`config.mk`:
```
export PLATFORM = sky130hd
export DESIGN_NAME = pixel_alpha_blend
export DESIGN_NICKNAME = d
export VERILOG_FILES = /design/src/pab_pkg.sv /design/src/pixel_alpha_blend.sv
export SDC_FILE = /design/constraint.sdc
export NUM_CORES = 1
export LEC_CHECK = 0
export ABC_CLOCK_PERIOD_IN_PS = 15200
export BUFFER_PORTS_ARGS = -buffer_cell sky130_fd_sc_hd__buf_2
export CORE_MARGIN = 10
export CORE_UTILIZATION = 25
export DETAILED_ROUTE_END_ITERATION = 8
export PLACE_DENSITY = 0.48
export SLEW_MARGIN = 20
export SYNTH_ARGS = -nofsm -noshare
export SYNTH_HDL_FRONTEND = slang
export SYNTH_SLANG_ARGS = --single-unit
```
`constraint.sdc`:
```
create_clock -name clk -period 15.2 [get_ports clk]
set_input_delay 0.76 -clock clk [delete_from_list [all_inputs] [get_ports clk]]
set_output_delay 0.76 -clock clk [all_outputs]
set_load 0.01 [all_outputs]
```
`src/pab_pkg.sv`:
```
package pab_pkg;

  // Width of the pixel format register
  localparam int FmtW = 3;

  // Pixel format codes
  localparam logic [FmtW-1:0] FMT_RGB332   = 3'd0;
  localparam logic [FmtW-1:0] FMT_RGB565   = 3'd1;
  localparam logic [FmtW-1:0] FMT_RGBA4444 = 3'd2;
  localparam logic [FmtW-1:0] FMT_RGB888   = 3'd3;
  localparam logic [FmtW-1:0] FMT_RGBA8888 = 3'd4;
  localparam logic [FmtW-1:0] FMT_ABGR8888 = 3'd5;

  // Format in force after reset
  localparam logic [FmtW-1:0] FMT_RESET = FMT_RGBA8888;

  // One pixel split into 8-bit channels
  typedef struct packed {
    logic [7:0] r;
    logic [7:0] g;
    logic [7:0] b;
    logic [7:0] a;
  } chan_t;

  // True for the formats that carry alpha and are blended
  function automatic logic has_alpha(input logic [FmtW-1:0] fmt);
    return (fmt == FMT_RGBA4444) || (fmt == FMT_RGBA8888) || (fmt == FMT_ABGR8888);
  endfunction

  // Expand a nibble to 8 bits: zero stays zero, else fill the low nibble with ones
  function automatic logic [7:0] widen_nibble(input logic [3:0] n);
    return (n == 4'd0) ? 8'd0 : {n, 4'hF};
  endfunction

  // Split a pixel word into channels
  function automatic chan_t unpack_pixel(input logic [FmtW-1:0] fmt, input logic [31:0] w);
    chan_t c;
    if (fmt == FMT_RGBA4444) begin
      c.r = widen_nibble(w[15:12]);
      c.g = widen_nibble(w[11:8]);
      c.b = widen_nibble(w[7:4]);
      c.a = widen_nibble(w[3:0]);
    end else if (fmt == FMT_RGBA8888) begin
      c.r = w[31:24];
      c.g = w[23:16];
      c.b = w[15:8];
      c.a = w[7:0];
    end else begin
      c.r = w[7:0];
      c.g = w[15:8];
      c.b = w[23:16];
      c.a = w[31:24];
    end
    return c;
  endfunction

  // Pack channels back into a pixel word; 4444 keeps the top nibbles
  function automatic logic [31:0] pack_pixel(input logic [FmtW-1:0] fmt, input chan_t c);
    logic [31:0] w;
    if (fmt == FMT_RGBA4444) begin
      w = {16'd0, c.r[7:4], c.g[7:4], c.b[7:4], c.a[7:4]};
    end else if (fmt == FMT_RGBA8888) begin
      w = {c.r, c.g, c.b, c.a};
    end else begin
      w = {c.a, c.b, c.g, c.r};
    end
    return w;
  endfunction

endpackage

```
`src/pixel_alpha_blend.sv`:
```
// Channel       | Direction | Handshake           | Payload
// configuration | in        | pixel_format_we     | pixel_format[2:0]
// pixel pair    | in        | in_valid / in_stall | dst_pixel[31:0], src_pixel[31:0]
// blended pixel | out       | out_valid/out_stall | out_pixel[31:0]
//
// One pixel pair is taken every cycle unless in_stall holds it off; each taken beat is
// held in the input register, blended, and then held in the result register.
// Synchronous active-high reset empties both stages and sets the format to RGBA8888.
// A stall on the output holds the result; the input stage still takes a beat while
// it is empty and stalls only when both stages are full.
module pixel_alpha_blend
  import pab_pkg::*;
(
  input  logic            clk,
  input  logic            rst,
  input  logic            pixel_format_we,
  input  logic [FmtW-1:0] pixel_format,
  input  logic            in_valid,
  output logic            in_stall,
  input  logic [31:0]     dst_pixel,
  input  logic [31:0]     src_pixel,
  output logic            out_valid,
  input  logic            out_stall,
  output logic [31:0]     out_pixel
);

  logic [FmtW-1:0] cur_format;

  logic            s1_valid;
  logic [FmtW-1:0] s1_fmt;
  logic [31:0]     s1_dst;
  logic [31:0]     s1_src;

  logic            s1_load;
  logic            s2_load;

  chan_t           d_ch;
  chan_t           s_ch;
  chan_t           r_ch;
  logic [8:0]      inv_a;
  logic [15:0]     keep_r, keep_g, keep_b;
  logic [15:0]     add_r, add_g, add_b;
  logic [8:0]      a_sum;
  logic [31:0]     out_pixel_next;

  // Hold the format register
  always_ff @(posedge clk) begin
    if (rst) begin
      cur_format <= FMT_RESET;
    end else if (pixel_format_we) begin
      cur_format <= pixel_format;
    end
  end

  // Advance a stage when the one after it is empty or moving on
  assign s2_load  = !out_valid || !out_stall;
  assign s1_load  = !s1_valid || s2_load;
  assign in_stall = !s1_load;

  // Input register
  always_ff @(posedge clk) begin
    if (rst) begin
      s1_valid <= 1'b0;
    end else if (s1_load) begin
      s1_valid <= in_valid;
    end
  end

  always_ff @(posedge clk) begin
    if (s1_load && in_valid) begin
      s1_fmt <= cur_format;
      s1_dst <= dst_pixel;
      s1_src <= src_pixel;
    end
  end

  // Source-alpha blend with saturated alpha sum; formats without alpha pass the source
  always_comb begin
    d_ch   = unpack_pixel(s1_fmt, s1_dst);
    s_ch   = unpack_pixel(s1_fmt, s1_src);
    inv_a  = 9'h100 - {1'b0, s_ch.a};
    keep_r = {8'd0, d_ch.r} * {7'd0, inv_a};
    keep_g = {8'd0, d_ch.g} * {7'd0, inv_a};
    keep_b = {8'd0, d_ch.b} * {7'd0, inv_a};
    add_r  = {8'd0, s_ch.r} * {8'd0, s_ch.a};
    add_g  = {8'd0, s_ch.g} * {8'd0, s_ch.a};
    add_b  = {8'd0, s_ch.b} * {8'd0, s_ch.a};
    r_ch.r = keep_r[15:8] + add_r[15:8];
    r_ch.g = keep_g[15:8] + add_g[15:8];
    r_ch.b = keep_b[15:8] + add_b[15:8];
    a_sum  = {1'b0, d_ch.a} + {1'b0, s_ch.a};
    r_ch.a = a_sum[8] ? 8'hFF : a_sum[7:0];
    if (has_alpha(s1_fmt)) begin
      out_pixel_next = pack_pixel(s1_fmt, r_ch);
    end else begin
      out_pixel_next = s1_src;
    end
  end

  // Result register
  always_ff @(posedge clk) begin
    if (rst) begin
      out_valid <= 1'b0;
    end else if (s2_load) begin
      out_valid <= s1_valid;
    end
  end

  always_ff @(posedge clk) begin
    if (s2_load && s1_valid) begin
      out_pixel <= out_pixel_next;
    end
  end

endmodule

```
==> metrics, run 1 <==
core area=71700 µm²; Critical-path top delay cell=inv_1; gr busiest metal=met2; Detail Placement HPWL=49200 µm; Via density=4.83; Worst Clk Skew=~0.012 ns; max-cap viol count=0; post-CTS sizing=0; CTS Buf Count=9; Worst Setup Start Kind=flop; global route overflow=0; M1 GR Usage=18.7%; Die Y=~290 µm; Synth Cell Area=18100 µm²; setup tns final=0 ns; Hold Crit Class=reg -> reg; post-synth top area share=roughly 25%; vias in the first global route=15.7k; Achievable Freq=95.3 MHz; status=finished clean; CTS tree=done; Worst Hold End=s1_fmt[0]$_DFFE_PP_; sequential share of the synthesized area=between 10% and 20%; min Tclk post-route=10.50 ns; GP Congestion=0.918; Final ANT Viol Nets=0; hold path startpoint=cur_format[0]$_SDFFE_PP0P_; global-route wire length before repair=93900 µm; Synth Area per Inst=8.71 µm²; CP bufs+invs=7; number of synthesized register bits=around 100; H-tree depth=3; Initial Util=25.3%; Ant. Diodes=0; Clk pin slew, worst setup/hold paths=~0.080 ns; final setup violation count=0; Starting DRT DRC Count=1154; Yosys top cell by area=fa_1; Die Area=~84000 µm²; GR Layer Usage met2=around 25%; Worst Path Arrival=10.62 ns; clk root buf=clkbuf_16; Global Route Usage Sum=about 15%; kind of critical path=reg -> reg; syn_nets=2606; number of cells on the critical path=35; Pre-antenna DRT Iters=7; Syn. warnings=0; Hold Crit Depth=0; Reg2Reg Depth=35; number of synthesized flops with an enable pin=99; fin crit share=between 60 and 70%; main flop type after synthesis=edfxtp_1; routed wire length=roughly 60000 µm; crit-path max cell delay=between 0.7 and 0.8 ns; WL/cell=around 19 µm; RSZ-0062 raised after global routing=no; synth unique cells=87; clock buffer depth=2; crit-path leading delay family=adder cells; Final Hold Fails=0; cts-stage hold buffer count=0; Area Growth Syn to Fin=11.7%; fin. max-slew vios=0; reg2reg start=s1_fmt[1]$_DFFE_PP_; ranking of synthesized cells by area=fa_1 25%, edfxtp_1 16%, ha_1 16%; Skew-Pair Late Insertion Delay=0.36 ns; # fillers=7682; Mapped Cells=2080; DRC errors left=0; DR vias=~15k; met3 Use GR=2.18%; worst relative slew slack=23.5%; Ports=approximately 110; nets=2684; Critical Path Sink Type=flop; Setup Fix Bufs, Post-CTS=0; setup slack, reg-to-reg=4.70 ns; RR Endpoint=out_pixel[15]$_DFFE_PP_; IO buf count=105; largest net degree at the start of global routing=68; Worst EP required=15.32 ns; crit-path max FO=38; Die X=289 µm; row count=98; asr flop ratio synth=0%; worst-margin pin slew=1.15 ns; clock sink count=104; fraction of layout cells with a size suffix above 1=11.3%; antenna violations before repair=1
## flip-flops by register name (all words and copies together), names as in the netlist
| signal | flops |
|---|---|
| out_pixel | 32 |
| s1_dst | 32 |
| s1_src | 32 |
| cur_format | 3 |
| s1_fmt | 3 |
| out_valid | 1 |
| s1_valid | 1 |
## cell usage after synthesis (5+ instances only)
master,n
a211oi_1,7
a21boi_0,6
a21o_1,22
a21oi_1,83
a22oi_1,9
a2bb2oi_1,6
a31oi_1,25
and2_1,23
and3_1,7
buf_1,8
clkbuf_1,67
dfxtp_1,5
edfxtp_1,99
fa_1,229
ha_1,225
inv_1,311
mux2i_1,7
nand2_1,225
nand2b_1,17
nand3_1,14
nor2_1,327
nor2b_1,14
nor3_1,25
nor4_1,6
o21a_1,9
o21ai_0,42
o21bai_1,7
o221ai_1,6
o22a_1,8
o22ai_1,24
or2_2,40
or3_1,7
xnor2_1,64
xor2_1,13
## final cells by class
class	count	area, µm²	area share, %
clock buffer	11	233	1.15
clock inverter	5	86.3	0.426
inverter	315	1180	5.84
multi-input combinational	1578	13600	67.2
sequential	104	3070	15.2
tap	950	1190	5.87
timing repair buffer	150	871	4.30
## cell usage in the layout, fill, tap and decap left out, drive strengths merged, types with 40 or more instances in the layout
cell,count
or2,40
edfxtp,99
a21oi,84
fa,229
xnor2,65
nor2,328
ha,225
o21ai,44
inv,315
nand2,226
buf,150
## layer usage
| layer | up-vias | routed length (µm) |
|---|---|---|
| met5 | - | 0 |
| met4 | 0 | 1770 |
| met3 | 89 | 3650 |
| met2 | 502 | 29300 |
| met1 | 7498 | 25800 |
| li1 | 6934 | - |
## through the flow
stage,cells,utilization [%],hold WS [ns],cell area [µm²],setup WS (ns)
final,3113,28.2,0.445,20200,4.70
after global routing,3113,28.2,0.459,20200,4.07
after CTS,3113,28.2,0.448,20200,4.65
after detailed placement,3097,27.8,0.430,19900,4.71
after global placement,3096,27.7,0.431,19900,4.83
after floorplan,2080,-,0.401,18100,6.47
## worst max-delay path by stage
stage,from,end,slack [ns]
6_report,s1_fmt[1]$_DFFE_PP_,out_pixel[15]$_DFFE_PP_,4.70
3_3_place_gp,s1_fmt[1]$_DFFE_PP_,out_pixel[15]$_DFFE_PP_,4.83
2_1_floorplan,s1_fmt[0]$_DFFE_PP_,out_pixel[15]$_DFFE_PP_,6.47
4_1_cts,s1_fmt[1]$_DFFE_PP_,out_pixel[15]$_DFFE_PP_,4.65
3_5_place_dp,s1_fmt[1]$_DFFE_PP_,out_pixel[15]$_DFFE_PP_,4.71
5_1_grt,s1_fmt[1]$_DFFE_PP_,out_pixel[15]$_DFFE_PP_,4.07
## cell families after synthesis
logic type                 Yosys count  share of synthesized area (%)
AOI/OAI and AO/OA                  300                           11.2
xor gates and xnor gates            81                           4.19
adders and majority gates          454                           40.8
buffers and inverters              398                           8.44
DFF                                104                           17.0
muxes                               11                          0.732
and+or+nand+nor                    732                           17.7
Power of run 1 is not shown: default switching activity piles up to over one toggle a cycle in this logic, so the estimate is an artifact.
==> run 2: changes to the inputs <==
--- a/config.mk
+++ b/config.mk
@@ -5,7 +5,7 @@
 export SDC_FILE = /design/constraint.sdc
 export NUM_CORES = 1
 export LEC_CHECK = 0
-export ABC_CLOCK_PERIOD_IN_PS = 15200
+export ABC_CLOCK_PERIOD_IN_PS = 10000
 export BUFFER_PORTS_ARGS = -buffer_cell sky130_fd_sc_hd__buf_2
 export CORE_MARGIN = 10
 export CORE_UTILIZATION = 25
==> constraint.sdc (replaced) <==
create_clock -name clk -period 10 [get_ports clk]
set_input_delay 0.5 -clock clk [delete_from_list [all_inputs] [get_ports clk]]
set_output_delay 0.5 -clock clk [all_outputs]
set_load 0.01 [all_outputs]
==> metrics, run 2 (same netlist as run 1, synthesis figures left out) <==
Skew-Pair Late Insertion Delay=0.38 ns (+0.02 ns); Critical-path top delay cell=nor4_1; Hold Crit Depth=1 (+1); crit-path max cell delay=0.61 ns (-0.14 ns); global route overflow=0 (unchanged); status=finished clean; min Tclk post-route=9.45 ns (-1.05 ns); core area=71700 µm² (unchanged); Worst EP required=10.14 ns (-5.18 ns); Clk pin slew, worst setup/hold paths=0.09 ns (about the same); CTS tree=done; RR Endpoint=out_pixel[15]$_DFFE_PP_; Achievable Freq=106 MHz (+11%); Global Route Usage Sum=14.7% (+0.13 points); row count=98 (unchanged); multi-input logic area=13600 µm² (-0.11%); Final Hold Fails=0 (unchanged); IO buf count=105 (unchanged); RSZ-0062 raised after global routing=no; Worst Setup Start Kind=flop; Pre-antenna DRT Iters=5 (-2); Initial Util=25.3% (unchanged); GR Layer Usage met2=24.6% (-0.19 points); Die Area=83700 µm² (unchanged); H-tree depth=3 (unchanged); Worst Clk Skew=0.0168 ns (+0.00505 ns); post-CTS sizing=0 (unchanged); final core utilization=28.5% (+0.24 points); Worst Hold End=s1_dst[29]$_DFFE_PP_; kind of critical path=reg -> reg; hold path startpoint=dst_pixel[29]; fin crit share=94.5% (+25 points); Reg2Reg Depth=32 (-8.6%); max-cap viol count=0 (unchanged); fraction of layout cells with a size suffix above 1=12.2% (+0.88 points); reg2reg start=s1_src[1]$_DFFE_PP_; global-route wire length before repair=94200 µm (+0.31%); clock sink count=104 (unchanged); Setup Fix Bufs, Post-CTS=0 (unchanged); clock buffer depth=2 (unchanged); M1 GR Usage=19.6% (+0.83 points); Detail Placement HPWL=50600 µm (+3.0%); CP dominant cell by count=fa_1; largest net degree at the start of global routing=68 (unchanged); worst-margin pin slew=1.13 ns (-0.0206 ns); met3 Use GR=1.55% (-0.63 points); Die Y=289 µm (unchanged); Starting DRT DRC Count=1144 (-0.87%); Via density=4.82 (-0.22%); Largest regs=out_pixel x32, s1_dst x32, s1_src x32; cts-stage hold buffer count=0 (unchanged); DR vias=15.1k (+0.58%); Area Growth Syn to Fin=12.7%; gr busiest metal=met2; CTS Buf Count=9 (unchanged); sequential standard cell area=3070 µm² (unchanged); final setup violation count=0 (unchanged); most common cell after layout, fill and taps aside=nor2_1; fin. max-slew vios=0 (unchanged); setup slack, reg-to-reg=0.55 ns (-4.15 ns); nets=2708 (+0.89%); DRC errors left=0 (unchanged); Ports=106 (unchanged); GP Congestion=0.914 (-0.37%); vias in the first global route=15.4k (-1.6%); worst relative slew slack=24.9% (+1.4 points); WL/cell=19.6 µm (+0.98%); setup tns final=0 ns (unchanged); Die X=289 µm (unchanged); Hold Crit Class=in -> reg; routed wire length=61600 µm (+1.8%); antenna violations before repair=1 (unchanged); Critical Path Sink Type=flop; Final ANT Viol Nets=0 (unchanged); clk root buf=clkbuf_16; Worst Path Arrival=9.60 ns (-1.02 ns); # fillers=7616 (-0.86%); most frequent cells in the layout=326 x nor2_1, 311 x inv_1, 229 x fa_1; crit-path max FO=12 (-68%)
==> run 2: cell types whose count changed in the layout (fill, tap and decap cells not counted) <==
cell / delta
buf_16: +1
xnor2_2: -1
a21oi_1: +2
buf_4: +23
diode_2: +1
a21oi_2: -2
clkinv_1: +1
clkbuf_1: -2
buf_12: +1
xnor2_1: +1
bufinv_16: -1
clkinvlp_4: +2
buf_8: -1
==> run 2: metal layers <==
metal	wire length [µm]	up-vias
met5	0	-
met4	1770	0
met3	3270	80
met2	29100	472
met1	27500	7578
li1	-	6980
==> run 2: stage by stage <==
stage | instance area [µm²] | instances | hold slack [ns] | setup slack [ns]
2_1_floorplan | 18100 | 2080 | 0.401 | 1.27
3_3_place_gp | 20100 | 3120 | 0.480 | 0.735
3_5_place_dp | 20100 | 3121 | 0.499 | 0.654
4_1_cts | 20400 | 3137 | 0.270 | 0.625
5_1_grt | 20400 | 3137 | 0.280 | 0.0526
6_report | 20400 | 3138 | 0.291 | 0.548
==> run 2: worst max-delay path: cells and delay by family, from the launching register on <==
family                     cells  cell delay, ns
AOI/OAI and AO/OA              8            2.07
and+or+nand+nor                9            2.20
buffers and inverters          4            0.32
xor gates and xnor gates       5            1.50
DFF                            1            0.52
adders and majority gates      6            2.59
==> run 2: worst max path at each step <==
stage               slack [ns]                start                       to  cells after the start
floorplan                 1.27  s1_fmt[0]$_DFFE_PP_  out_pixel[15]$_DFFE_PP_                     35
global placement          0.73  s1_src[0]$_DFFE_PP_  out_pixel[15]$_DFFE_PP_                     32
detailed placement        0.65  s1_src[0]$_DFFE_PP_  out_pixel[15]$_DFFE_PP_                     32
CTS                       0.63  s1_src[1]$_DFFE_PP_  out_pixel[15]$_DFFE_PP_                     32
global route              0.05  s1_src[0]$_DFFE_PP_  out_pixel[15]$_DFFE_PP_                     32
finish                    0.55  s1_src[1]$_DFFE_PP_  out_pixel[15]$_DFFE_PP_                     32
==> run 2: area by class of cell <==
class	count	share of cell area, %
Clock buffer	9	1.10
Tap cell	950	5.82
Timing Repair Buffer	174	5.27
Antenna cell	1	0.0123
Clock inverter	7	0.368
Inverter	315	5.79
Sequential cell	104	15.0
Multi-Input combinational cell	1578	66.6
Power of run 2 is left out for the same reason.
